### config.mk
export PLATFORM = sky130hd
export DESIGN_NAME = slip_frame_decoder_top_flat
export DESIGN_NICKNAME = d
export VERILOG_FILES = /design/src/rtl/core/sfd_pkg.sv /design/src/rtl/core/sfd_rx_if.sv /design/src/rtl/core/sfd_res_if.sv /design/src/rtl/core/sfd_decode.sv /design/src/rtl/core/sfd_out_reg.sv /design/src/rtl/core/slip_frame_decoder_top.sv /design/src/flat_wrapper.sv
export VERILOG_INCLUDE_DIRS = /design/src /design/src/rtl/core
export SDC_FILE = /design/constraint.sdc
export NUM_CORES = 1
export LEC_CHECK = 0
export BUFFER_PORTS_ARGS = -buffer_cell sky130_fd_sc_hd__buf_2
export CAP_MARGIN = 30
export CORE_AREA = 2 2 76 78
export CTS_BUF_LIST = sky130_fd_sc_hd__clkbuf_16
export DETAILED_ROUTE_END_ITERATION = 10
export DIE_AREA = 0 0 78 80
export PLACE_DENSITY = 0.84
export SYNTH_ARGS = -nofsm -noshare
export SYNTH_HDL_FRONTEND = slang
export SYNTH_SLANG_ARGS = --single-unit
### constraint.sdc
create_clock -name clk_i -period 3.56 [get_ports clk_i]
set_input_delay 0.89 -clock clk_i [delete_from_list [all_inputs] [get_ports clk_i]]
set_output_delay 0.89 -clock clk_i [all_outputs]
set_load 0.01 [all_outputs]
### src/rtl/core/slip_frame_decoder_top_macros.svh
// ----------------------------------------------------------------------------
// slip_frame_decoder_top_macros.svh
// Assertion helpers used by the SLIP decoder RTL (sfd_decode).
// ----------------------------------------------------------------------------
`ifndef SLIP_FRAME_DECODER_TOP_MACROS_SVH
`define SLIP_FRAME_DECODER_TOP_MACROS_SVH

// same-cycle implication, checked out of reset
`define SFD_ASSERT_NOW(label, clk, rst_n, ante, cons, msg) \
  label: assert property (@(posedge clk) disable iff (!rst_n) (ante) |-> (cons)) \
    else $error(msg);

// next-cycle implication, checked out of reset
`define SFD_ASSERT_NEXT(label, clk, rst_n, ante, cons, msg) \
  label: assert property (@(posedge clk) disable iff (!rst_n) (ante) |=> (cons)) \
    else $error(msg);

`endif

### src/rtl/core/sfd_pkg.sv
// ----------------------------------------------------------------------------
// sfd_pkg
// Shared constants and types for the SLIP frame decoder.
// ----------------------------------------------------------------------------
`default_nettype none

package sfd_pkg;

  localparam int unsigned LEN_W = 12;

  localparam logic [LEN_W-1:0] MAX_FRAME = LEN_W'(2048);
  localparam logic [LEN_W-1:0] MIN_FRAME = LEN_W'(1);

  // SLIP special characters
  localparam logic [7:0] SLIP_END     = 8'o300;
  localparam logic [7:0] SLIP_ESC     = 8'o333;
  localparam logic [7:0] SLIP_ESC_END = 8'o334;
  localparam logic [7:0] SLIP_ESC_ESC = 8'o335;

  // result kind codes
  localparam logic KIND_DATA = 1'b0;
  localparam logic KIND_EOF  = 1'b1;

  typedef struct packed {
    logic             emit;
    logic             kind;
    logic [7:0]       data_byte;
    logic [LEN_W-1:0] frame_length;
    logic             overflow;
  } result_t;

endpackage

`default_nettype wire

### src/rtl/core/sfd_rx_if.sv
// ----------------------------------------------------------------------------
// sfd_rx_if
// Valid/ready channel carrying one raw serial byte per beat.
// ----------------------------------------------------------------------------
`default_nettype none

interface sfd_rx_if;
  logic       valid;
  logic       ready;
  logic [7:0] rx_byte;

  modport source (output valid, output rx_byte, input ready);
  modport sink   (input valid, input rx_byte, output ready);
endinterface

`default_nettype wire

### src/rtl/core/sfd_res_if.sv
// ----------------------------------------------------------------------------
// sfd_res_if
// Valid/ready channel carrying one decoded result per beat.
// ----------------------------------------------------------------------------
`default_nettype none

interface sfd_res_if;
  logic                      valid;
  logic                      ready;
  logic                      kind;
  logic [7:0]                data_byte;
  logic [sfd_pkg::LEN_W-1:0] frame_length;
  logic                      overflow;

  modport source (output valid, output kind, output data_byte, output frame_length,
                  output overflow, input ready);
  modport sink   (input valid, input kind, input data_byte, input frame_length,
                  input overflow, output ready);
endinterface

`default_nettype wire

### src/rtl/core/sfd_decode.sv
// ----------------------------------------------------------------------------
// sfd_decode
// SLIP deframing state and per-byte decode logic.
// ----------------------------------------------------------------------------
`default_nettype none

`include "slip_frame_decoder_top_macros.svh"

module sfd_decode (
  input  wire logic                      clk_i,
  input  wire logic                      rst_ni,
  input  wire logic                      fire_i,
  input  wire logic [7:0]                byte_i,
  input  wire logic [sfd_pkg::LEN_W-1:0] limit_i,
  output sfd_pkg::result_t               res_o
);

  logic                      started_q, started_d;
  logic                      esc_q, esc_d;
  logic [sfd_pkg::LEN_W-1:0] count_q, count_d;
  logic                      ovf_q, ovf_d;
  logic [7:0]                mapped;
  logic                      take;

  always_comb begin
    started_d = started_q;
    esc_d     = esc_q;
    count_d   = count_q;
    ovf_d     = ovf_q;
    take      = 1'b0;
    mapped    = byte_i;
    res_o     = '0;

    if (!started_q) begin
      if (byte_i == sfd_pkg::SLIP_END) begin
        started_d = 1'b1;
      end
    end else if (esc_q) begin
      esc_d = 1'b0;
      take  = 1'b1;
      if (byte_i == sfd_pkg::SLIP_ESC_END) begin
        mapped = sfd_pkg::SLIP_END;
      end else if (byte_i == sfd_pkg::SLIP_ESC_ESC) begin
        mapped = sfd_pkg::SLIP_ESC;
      end
    end else if (byte_i == sfd_pkg::SLIP_END) begin
      // empty frames are skipped
      if (count_q != '0) begin
        res_o.emit         = 1'b1;
        res_o.kind         = sfd_pkg::KIND_EOF;
        res_o.frame_length = count_q;
        res_o.overflow     = ovf_q;
        started_d          = 1'b0;
        count_d            = '0;
        ovf_d              = 1'b0;
      end
    end else if (byte_i == sfd_pkg::SLIP_ESC) begin
      esc_d = 1'b1;
    end else begin
      take = 1'b1;
    end

    if (take) begin
      if (count_q >= limit_i) begin
        ovf_d = 1'b1;
      end else begin
        count_d         = count_q + sfd_pkg::LEN_W'(1);
        res_o.emit      = 1'b1;
        res_o.kind      = sfd_pkg::KIND_DATA;
        res_o.data_byte = mapped;
        res_o.overflow  = ovf_q;
      end
    end
  end

  always_ff @(posedge clk_i or negedge rst_ni) begin
    if (!rst_ni) begin
      started_q <= 1'b0;
      esc_q     <= 1'b0;
      count_q   <= '0;
      ovf_q     <= 1'b0;
    end else if (fire_i) begin
      started_q <= started_d;
      esc_q     <= esc_d;
      count_q   <= count_d;
      ovf_q     <= ovf_d;
    end
  end

  `SFD_ASSERT_NOW(a_esc_started, clk_i, rst_ni, esc_q, started_q, "escape armed while waiting")
  `SFD_ASSERT_NOW(a_count_cap, clk_i, rst_ni, 1'b1, count_q <= sfd_pkg::MAX_FRAME, "count over cap")
  `SFD_ASSERT_NOW(a_eof_len, clk_i, rst_ni, res_o.emit && res_o.kind == sfd_pkg::KIND_EOF, res_o.frame_length != '0, "empty frame closed")
  `SFD_ASSERT_NEXT(a_eof_clear, clk_i, rst_ni, fire_i && res_o.emit && res_o.kind == sfd_pkg::KIND_EOF, !started_q && count_q == '0 && !ovf_q, "frame state not cleared")

endmodule

`default_nettype wire

### src/rtl/core/sfd_out_reg.sv
// ----------------------------------------------------------------------------
// sfd_out_reg
// Result register holding one beat until the receiver takes it.
// ----------------------------------------------------------------------------
`default_nettype none

module sfd_out_reg (
  input  wire logic       clk_i,
  input  wire logic       rst_ni,
  input  wire logic       load_i,
  input  wire sfd_pkg::result_t res_i,
  output logic            free_o,
  sfd_res_if.source       res_o
);

  logic                      valid_q;
  logic                      kind_q;
  logic [7:0]                data_q;
  logic [sfd_pkg::LEN_W-1:0] len_q;
  logic                      ovf_q;

  // a slot opens when empty or when the held beat leaves this cycle
  assign free_o = !valid_q || res_o.ready;

  always_ff @(posedge clk_i or negedge rst_ni) begin
    if (!rst_ni) begin
      valid_q <= 1'b0;
    end else if (free_o) begin
      valid_q <= load_i;
    end
  end

  always_ff @(posedge clk_i) begin
    if (free_o && load_i) begin
      kind_q <= res_i.kind;
      data_q <= res_i.data_byte;
      len_q  <= res_i.frame_length;
      ovf_q  <= res_i.overflow;
    end
  end

  assign res_o.valid        = valid_q;
  assign res_o.kind         = kind_q;
  assign res_o.data_byte    = data_q;
  assign res_o.frame_length = len_q;
  assign res_o.overflow     = ovf_q;

endmodule

`default_nettype wire

### src/rtl/core/slip_frame_decoder_top.sv
// ----------------------------------------------------------------------------
// slip_frame_decoder_top
// SLIP receive deframer: raw serial bytes in, decoded bytes and frame ends out.
// ----------------------------------------------------------------------------
// Usage:
//   rx_i  : one raw link byte per beat (valid/ready).
//   res_o : one result per beat; kind 0 carries a decoded data byte, kind 1
//           marks end of frame with its length and the overflow flag.
//   cfg   : cfg_we_i writes max_length from cfg_wdata_i; 0 acts as 1, values
//           above 2048 saturate. Write only while the block is idle.
// Path: an accepted byte is held in the input register, decoded, and loaded
//   into the result register, from which res_o is driven.
// Throughput: one byte per cycle while res_o is not held, set by the single
//   input-to-result stage; bytes that make no result (framing, escapes,
//   drops) keep that rate even while res_o is held.
// Reset: waits for a first END; limit returns to 2048; both stages empty.
// Stall: while res_o is held, a byte that makes a result waits in the input
//   register and rx_i.ready drops; bytes that make no result still drain.
// ----------------------------------------------------------------------------
`default_nettype none

module slip_frame_decoder_top (
  input  wire logic                      clk_i,
  input  wire logic                      rst_ni,
  input  wire logic                      cfg_we_i,
  input  wire logic [sfd_pkg::LEN_W-1:0] cfg_wdata_i,
  sfd_rx_if.sink                         rx_i,
  sfd_res_if.source                      res_o
);

  logic                      in_valid_q;
  logic [7:0]                in_byte_q;
  logic [sfd_pkg::LEN_W-1:0] limit_q, limit_d;
  sfd_pkg::result_t          res;
  logic                      out_free;
  logic                      fire;

  // clamp the limit once, at write time
  always_comb begin
    if (cfg_wdata_i == '0) begin
      limit_d = sfd_pkg::MIN_FRAME;
    end else if (cfg_wdata_i > sfd_pkg::MAX_FRAME) begin
      limit_d = sfd_pkg::MAX_FRAME;
    end else begin
      limit_d = cfg_wdata_i;
    end
  end

  always_ff @(posedge clk_i or negedge rst_ni) begin
    if (!rst_ni) begin
      limit_q <= sfd_pkg::MAX_FRAME;
    end else if (cfg_we_i) begin
      limit_q <= limit_d;
    end
  end

  // held byte retires when it needs no slot or the result slot is free
  assign fire       = in_valid_q && (!res.emit || out_free);
  assign rx_i.ready = !in_valid_q || fire;

  always_ff @(posedge clk_i or negedge rst_ni) begin
    if (!rst_ni) begin
      in_valid_q <= 1'b0;
    end else if (rx_i.ready) begin
      in_valid_q <= rx_i.valid;
    end
  end

  always_ff @(posedge clk_i) begin
    if (rx_i.ready && rx_i.valid) begin
      in_byte_q <= rx_i.rx_byte;
    end
  end

  sfd_decode u_decode (
    .clk_i   (clk_i),
    .rst_ni  (rst_ni),
    .fire_i  (fire),
    .byte_i  (in_byte_q),
    .limit_i (limit_q),
    .res_o   (res)
  );

  sfd_out_reg u_out_reg (
    .clk_i  (clk_i),
    .rst_ni (rst_ni),
    .load_i (fire && res.emit),
    .res_i  (res),
    .free_o (out_free),
    .res_o  (res_o)
  );

endmodule

`default_nettype wire

### src/flat_wrapper.sv
// flat-port wrapper written by rule: the top's interface ports become plain ports
module slip_frame_decoder_top_flat 
  (clk_i, rst_ni, cfg_we_i, cfg_wdata_i, rx_i_valid, rx_i_rx_byte, rx_i_ready, res_o_valid, res_o_kind, res_o_data_byte, res_o_frame_length, res_o_overflow, res_o_ready);
  sfd_rx_if rx_i_i ();
  sfd_res_if res_o_i ();
  input  wire logic clk_i;
  input  wire logic rst_ni;
  input  wire logic cfg_we_i;
  input  wire logic [sfd_pkg::LEN_W-1:0] cfg_wdata_i;
  input wire logic [$bits(rx_i_i.valid)-1:0] rx_i_valid;
  input wire logic [$bits(rx_i_i.rx_byte)-1:0] rx_i_rx_byte;
  output wire logic [$bits(rx_i_i.ready)-1:0] rx_i_ready;
  output wire logic [$bits(res_o_i.valid)-1:0] res_o_valid;
  output wire logic [$bits(res_o_i.kind)-1:0] res_o_kind;
  output wire logic [$bits(res_o_i.data_byte)-1:0] res_o_data_byte;
  output wire logic [$bits(res_o_i.frame_length)-1:0] res_o_frame_length;
  output wire logic [$bits(res_o_i.overflow)-1:0] res_o_overflow;
  input wire logic [$bits(res_o_i.ready)-1:0] res_o_ready;
  assign rx_i_i.valid = rx_i_valid;
  assign rx_i_i.rx_byte = rx_i_rx_byte;
  assign rx_i_ready = rx_i_i.ready;
  assign res_o_valid = res_o_i.valid;
  assign res_o_kind = res_o_i.kind;
  assign res_o_data_byte = res_o_i.data_byte;
  assign res_o_frame_length = res_o_i.frame_length;
  assign res_o_overflow = res_o_i.overflow;
  assign res_o_i.ready = res_o_ready;
  slip_frame_decoder_top u_core (.clk_i(clk_i), .rst_ni(rst_ni), .cfg_we_i(cfg_we_i), .cfg_wdata_i(cfg_wdata_i), .rx_i(rx_i_i), .res_o(res_o_i));
endmodule
==> metrics <==
yosys warns 0; Post-DRT Antenna Nets 0; area grow syn2layout 23.58%; Routed wire per std cell between 10 and 15 um; Total GRT Usage 0.2104; worst endpoint required time between 2000 and 3000 ps; CTS tree built; clock skew 6.672 ps; post-synth net total between 200 and 300; Critical Path End Type output pin; core footprint around 5400 um^2; Main synth FF type edfxtp_1; Filler Cells Inserted 437; I/O pins slightly below 50; Mapped Area roughly 2900 um^2; Storage cell area between 1500 and 2000 um^2; worst slew pin tran roughly 660 ps; syn avg cell area 11.13 um^2; die width 78 um; most frequent cells in the layout 48 x buf_2, 30 x edfxtp_1, 28 x dfrtp_1; final hold vios 0; diodes inserted 0; die height about 80 um; Post-Syn Instances ~260; Skew-Pair Late Insertion Delay roughly 330 ps; total global routing overflow 0; largest net degree at the start of global routing 30; post-synthesis async set-or-reset flop share 0.4915; DRT Wirelength roughly 5.8 mm; total iterations of the first detailed-routing run 4; fin cells 392; cts bufs inserted 9; multi-input gate area in the final layout about 1200 um^2; max cap viols 0; RSZ-0062 raised after global routing false; gp weighted congestion 0.8743; post-synthesis sequential area ratio 0.5671; CP bufs+invs 2; DP Area 3199 um^2; IO Port Bufs between 40 and 50; Slew headroom 0.5601; CTS root buf clkbuf_16; DIE AREA between 6000 and 7000 um^2; Initial Utilization 0.5310; final setup violation count 0; mean number of vias per cell roughly 5.6; CP max stage delay 510 ps; Final period util 0.9616; Worst-path clk slew roughly 50 ps; met2 Use GR 0.3319; startpoint types flop; max frequency around 0.3 GHz; HPWL after DPL 4.139 mm; Most Used Layer, Global Route met2; PD cells 697.2 nW/um^2; Max VDD drop about 0.43 mV; clock buffer depth 2; Leak between 1.5 and 2 nW; H-tree Lvls 3; met3 Use GR 0.05090; critical path's slowest cell dfstp_2; fin nets around 350; via count of the first global-routing pass 2097; Slew Viols, Final 0; Core Util, Final 0.6563; initial drt markers 208; hold_buf cts 0; DRC 0; Non-Filler Cell Area, Final roughly 3500 um^2; Post-synth EDFFs 30; most common cell after layout, fill and taps aside buf_2; global-route wire length before repair between 9 and 10 mm; Levels on crit path 9; delay-heaviest family, CP simple AND/OR/NAND/NOR gates; crit-path cells inv_1 > ha_1 > and4_1 > a21o_1 > nor4b_4 > o21ai_4 > a21oi_2 > nand2_1 > buf_2; Min-Delay Path Depth 2; M1 GR Usage 0.2597; initial antenna violation count 0; register bit count reported by yosys slightly below 60; count of cell types in the netlist 53; Setup Total Neg Slack 0 ps; Crit path arrival time approximately 2500 ps; clk sinks 59; minimum clock period roughly 3400 ps; share of cells above drive strength 1 0.2469; type of the worst setup path reg -> out; Critical Path Fanout Max 10; FP Rows 27; dpl cells about 380; reg2reg path depth 9; via count roughly 2200; worst hold path class reg -> reg; status finished, final reports clean; final hold slack around 530 ps
[stage by stage]
step	setup slack [ps]	total power [mW]
final	136.8	2.473
after global routing	2.820	2.600
after CTS	30.03	2.482
after detailed placement	379.2	1.505
after global placement	450.7	1.479
after floorplan	691.0	1.324
[cell families after synthesis]
logic type,Yosys count,share of synthesized area
AND/OR/NAND/NOR,98,0.1905
flip-flops,59,0.5671
AO/OA/AOI/OAI,57,0.1312
buffers and inverters,26,0.03618
adder cells (fa/ha/maj),14,0.06103
multiplexers,3,0.01090
XOR/XNOR,1,0.003052
[state kept, by name, indices dropped and copies added (netlist names)]
| name | cells |
|---|---|
| u_core.u_decode.esc_q | 1 |
| u_core.u_decode.ovf_q | 1 |
| u_core.u_out_reg.res_o.frame_length | 12 |
| u_core.limit_q | 12 |
| u_core.in_valid_q | 1 |
| u_core.u_out_reg.res_o.data_byte | 8 |
| u_core.u_decode.started_q | 1 |
| u_core.u_decode.count_q | 12 |
| u_core.in_byte_q | 8 |
| u_core.u_out_reg.res_o.kind | 1 |
| u_core.u_out_reg.res_o.valid | 1 |
| u_core.u_out_reg.res_o.overflow | 1 |
[worst min-delay path: cells and delay by family, from the launching register on]
| family | cells | cell delay (ps) |
|---|---|---|
| AOI/OAI and AO/OA | 1 | 90 |
| DFF | 1 | 350 |
| buffers and inverters | 1 | 70 |
[Yosys cell counts (2+ instances only)]
cell type  count  area, um^2
nor4_1         3       18.77
a21o_1         5       37.54
nand3b_1       3       22.52
o22ai_1        2       12.51
nand2b_1       2       12.51
nor3_1         8       40.04
nand2_1       24       90.09
o21ai_0       16       80.08
nor2_1        16       60.06
clkbuf_1       3       11.26
nor2b_1        2       12.51
nand4_1        3       18.77
a22o_1         2       17.52
ha_1          14       175.2
a211oi_2       2       25.02
inv_1         20       75.07
o21ai_1        5       25.02
nand3_1        9       45.04
mux2i_1        2       20.02
o41ai_1        3       26.28
and2_1        13       81.33
dfrtp_1       28       700.7
edfxtp_1      30       900.9
and3_1         3       18.77
a21oi_1       12       60.06
[what timing repair did]
item,CTS,global route
setup buffers,0,0
gates resized for setup,1,1
endpoints found under the setup margin,1,1
[final timing paths]
check / endpoint / slack (ps) / start
max: rx_i_ready / 140 / u_core.limit_q[11]
min: u_core.limit_q[11] / 530 / u_core.limit_q[11]
max reg2reg: u_core.u_out_reg.res_o.data_byte[7] / 830 / u_core.limit_q[11]
min reg2reg: u_core.limit_q[11] / 530 / u_core.limit_q[11]
max in group asynchronous: u_core.u_decode.count_q[8] / 2530 / rst_ni
min in group asynchronous: u_core.u_decode.count_q[6] / 590 / rst_ni
[layout make-up]
type / count / share of cell area
flip-flops and latches: 59 / 0.4589
multi-input cells: 173 / 0.3252
repair buffers: 50 / 0.07196
clock buffers: 9 / 0.06349
clock inverters: 7 / 0.03034
well taps: 72 / 0.02540
inverters: 22 / 0.02469
[layer usage]
metal	wire length, um	vias to the layer above
li1	-	1052
met1	2470	1021
met4	210	0
met3	413	22
met2	2741	89
met5	0	-
[power breakdown]
part | internal, mW | leakage, nW | total (mW) | switching [mW]
Combinational | 0.224 | 0.731 | 0.552 | 0.328
Clock | 0.674 | 0.168 | 0.955 | 0.281
Sequential | 0.867 | 0.649 | 0.966 | 0.0992
Total | 1.76 | 1.55 | 2.47 | 0.708
No activity file was read; power rests on OpenSTA's default activity.
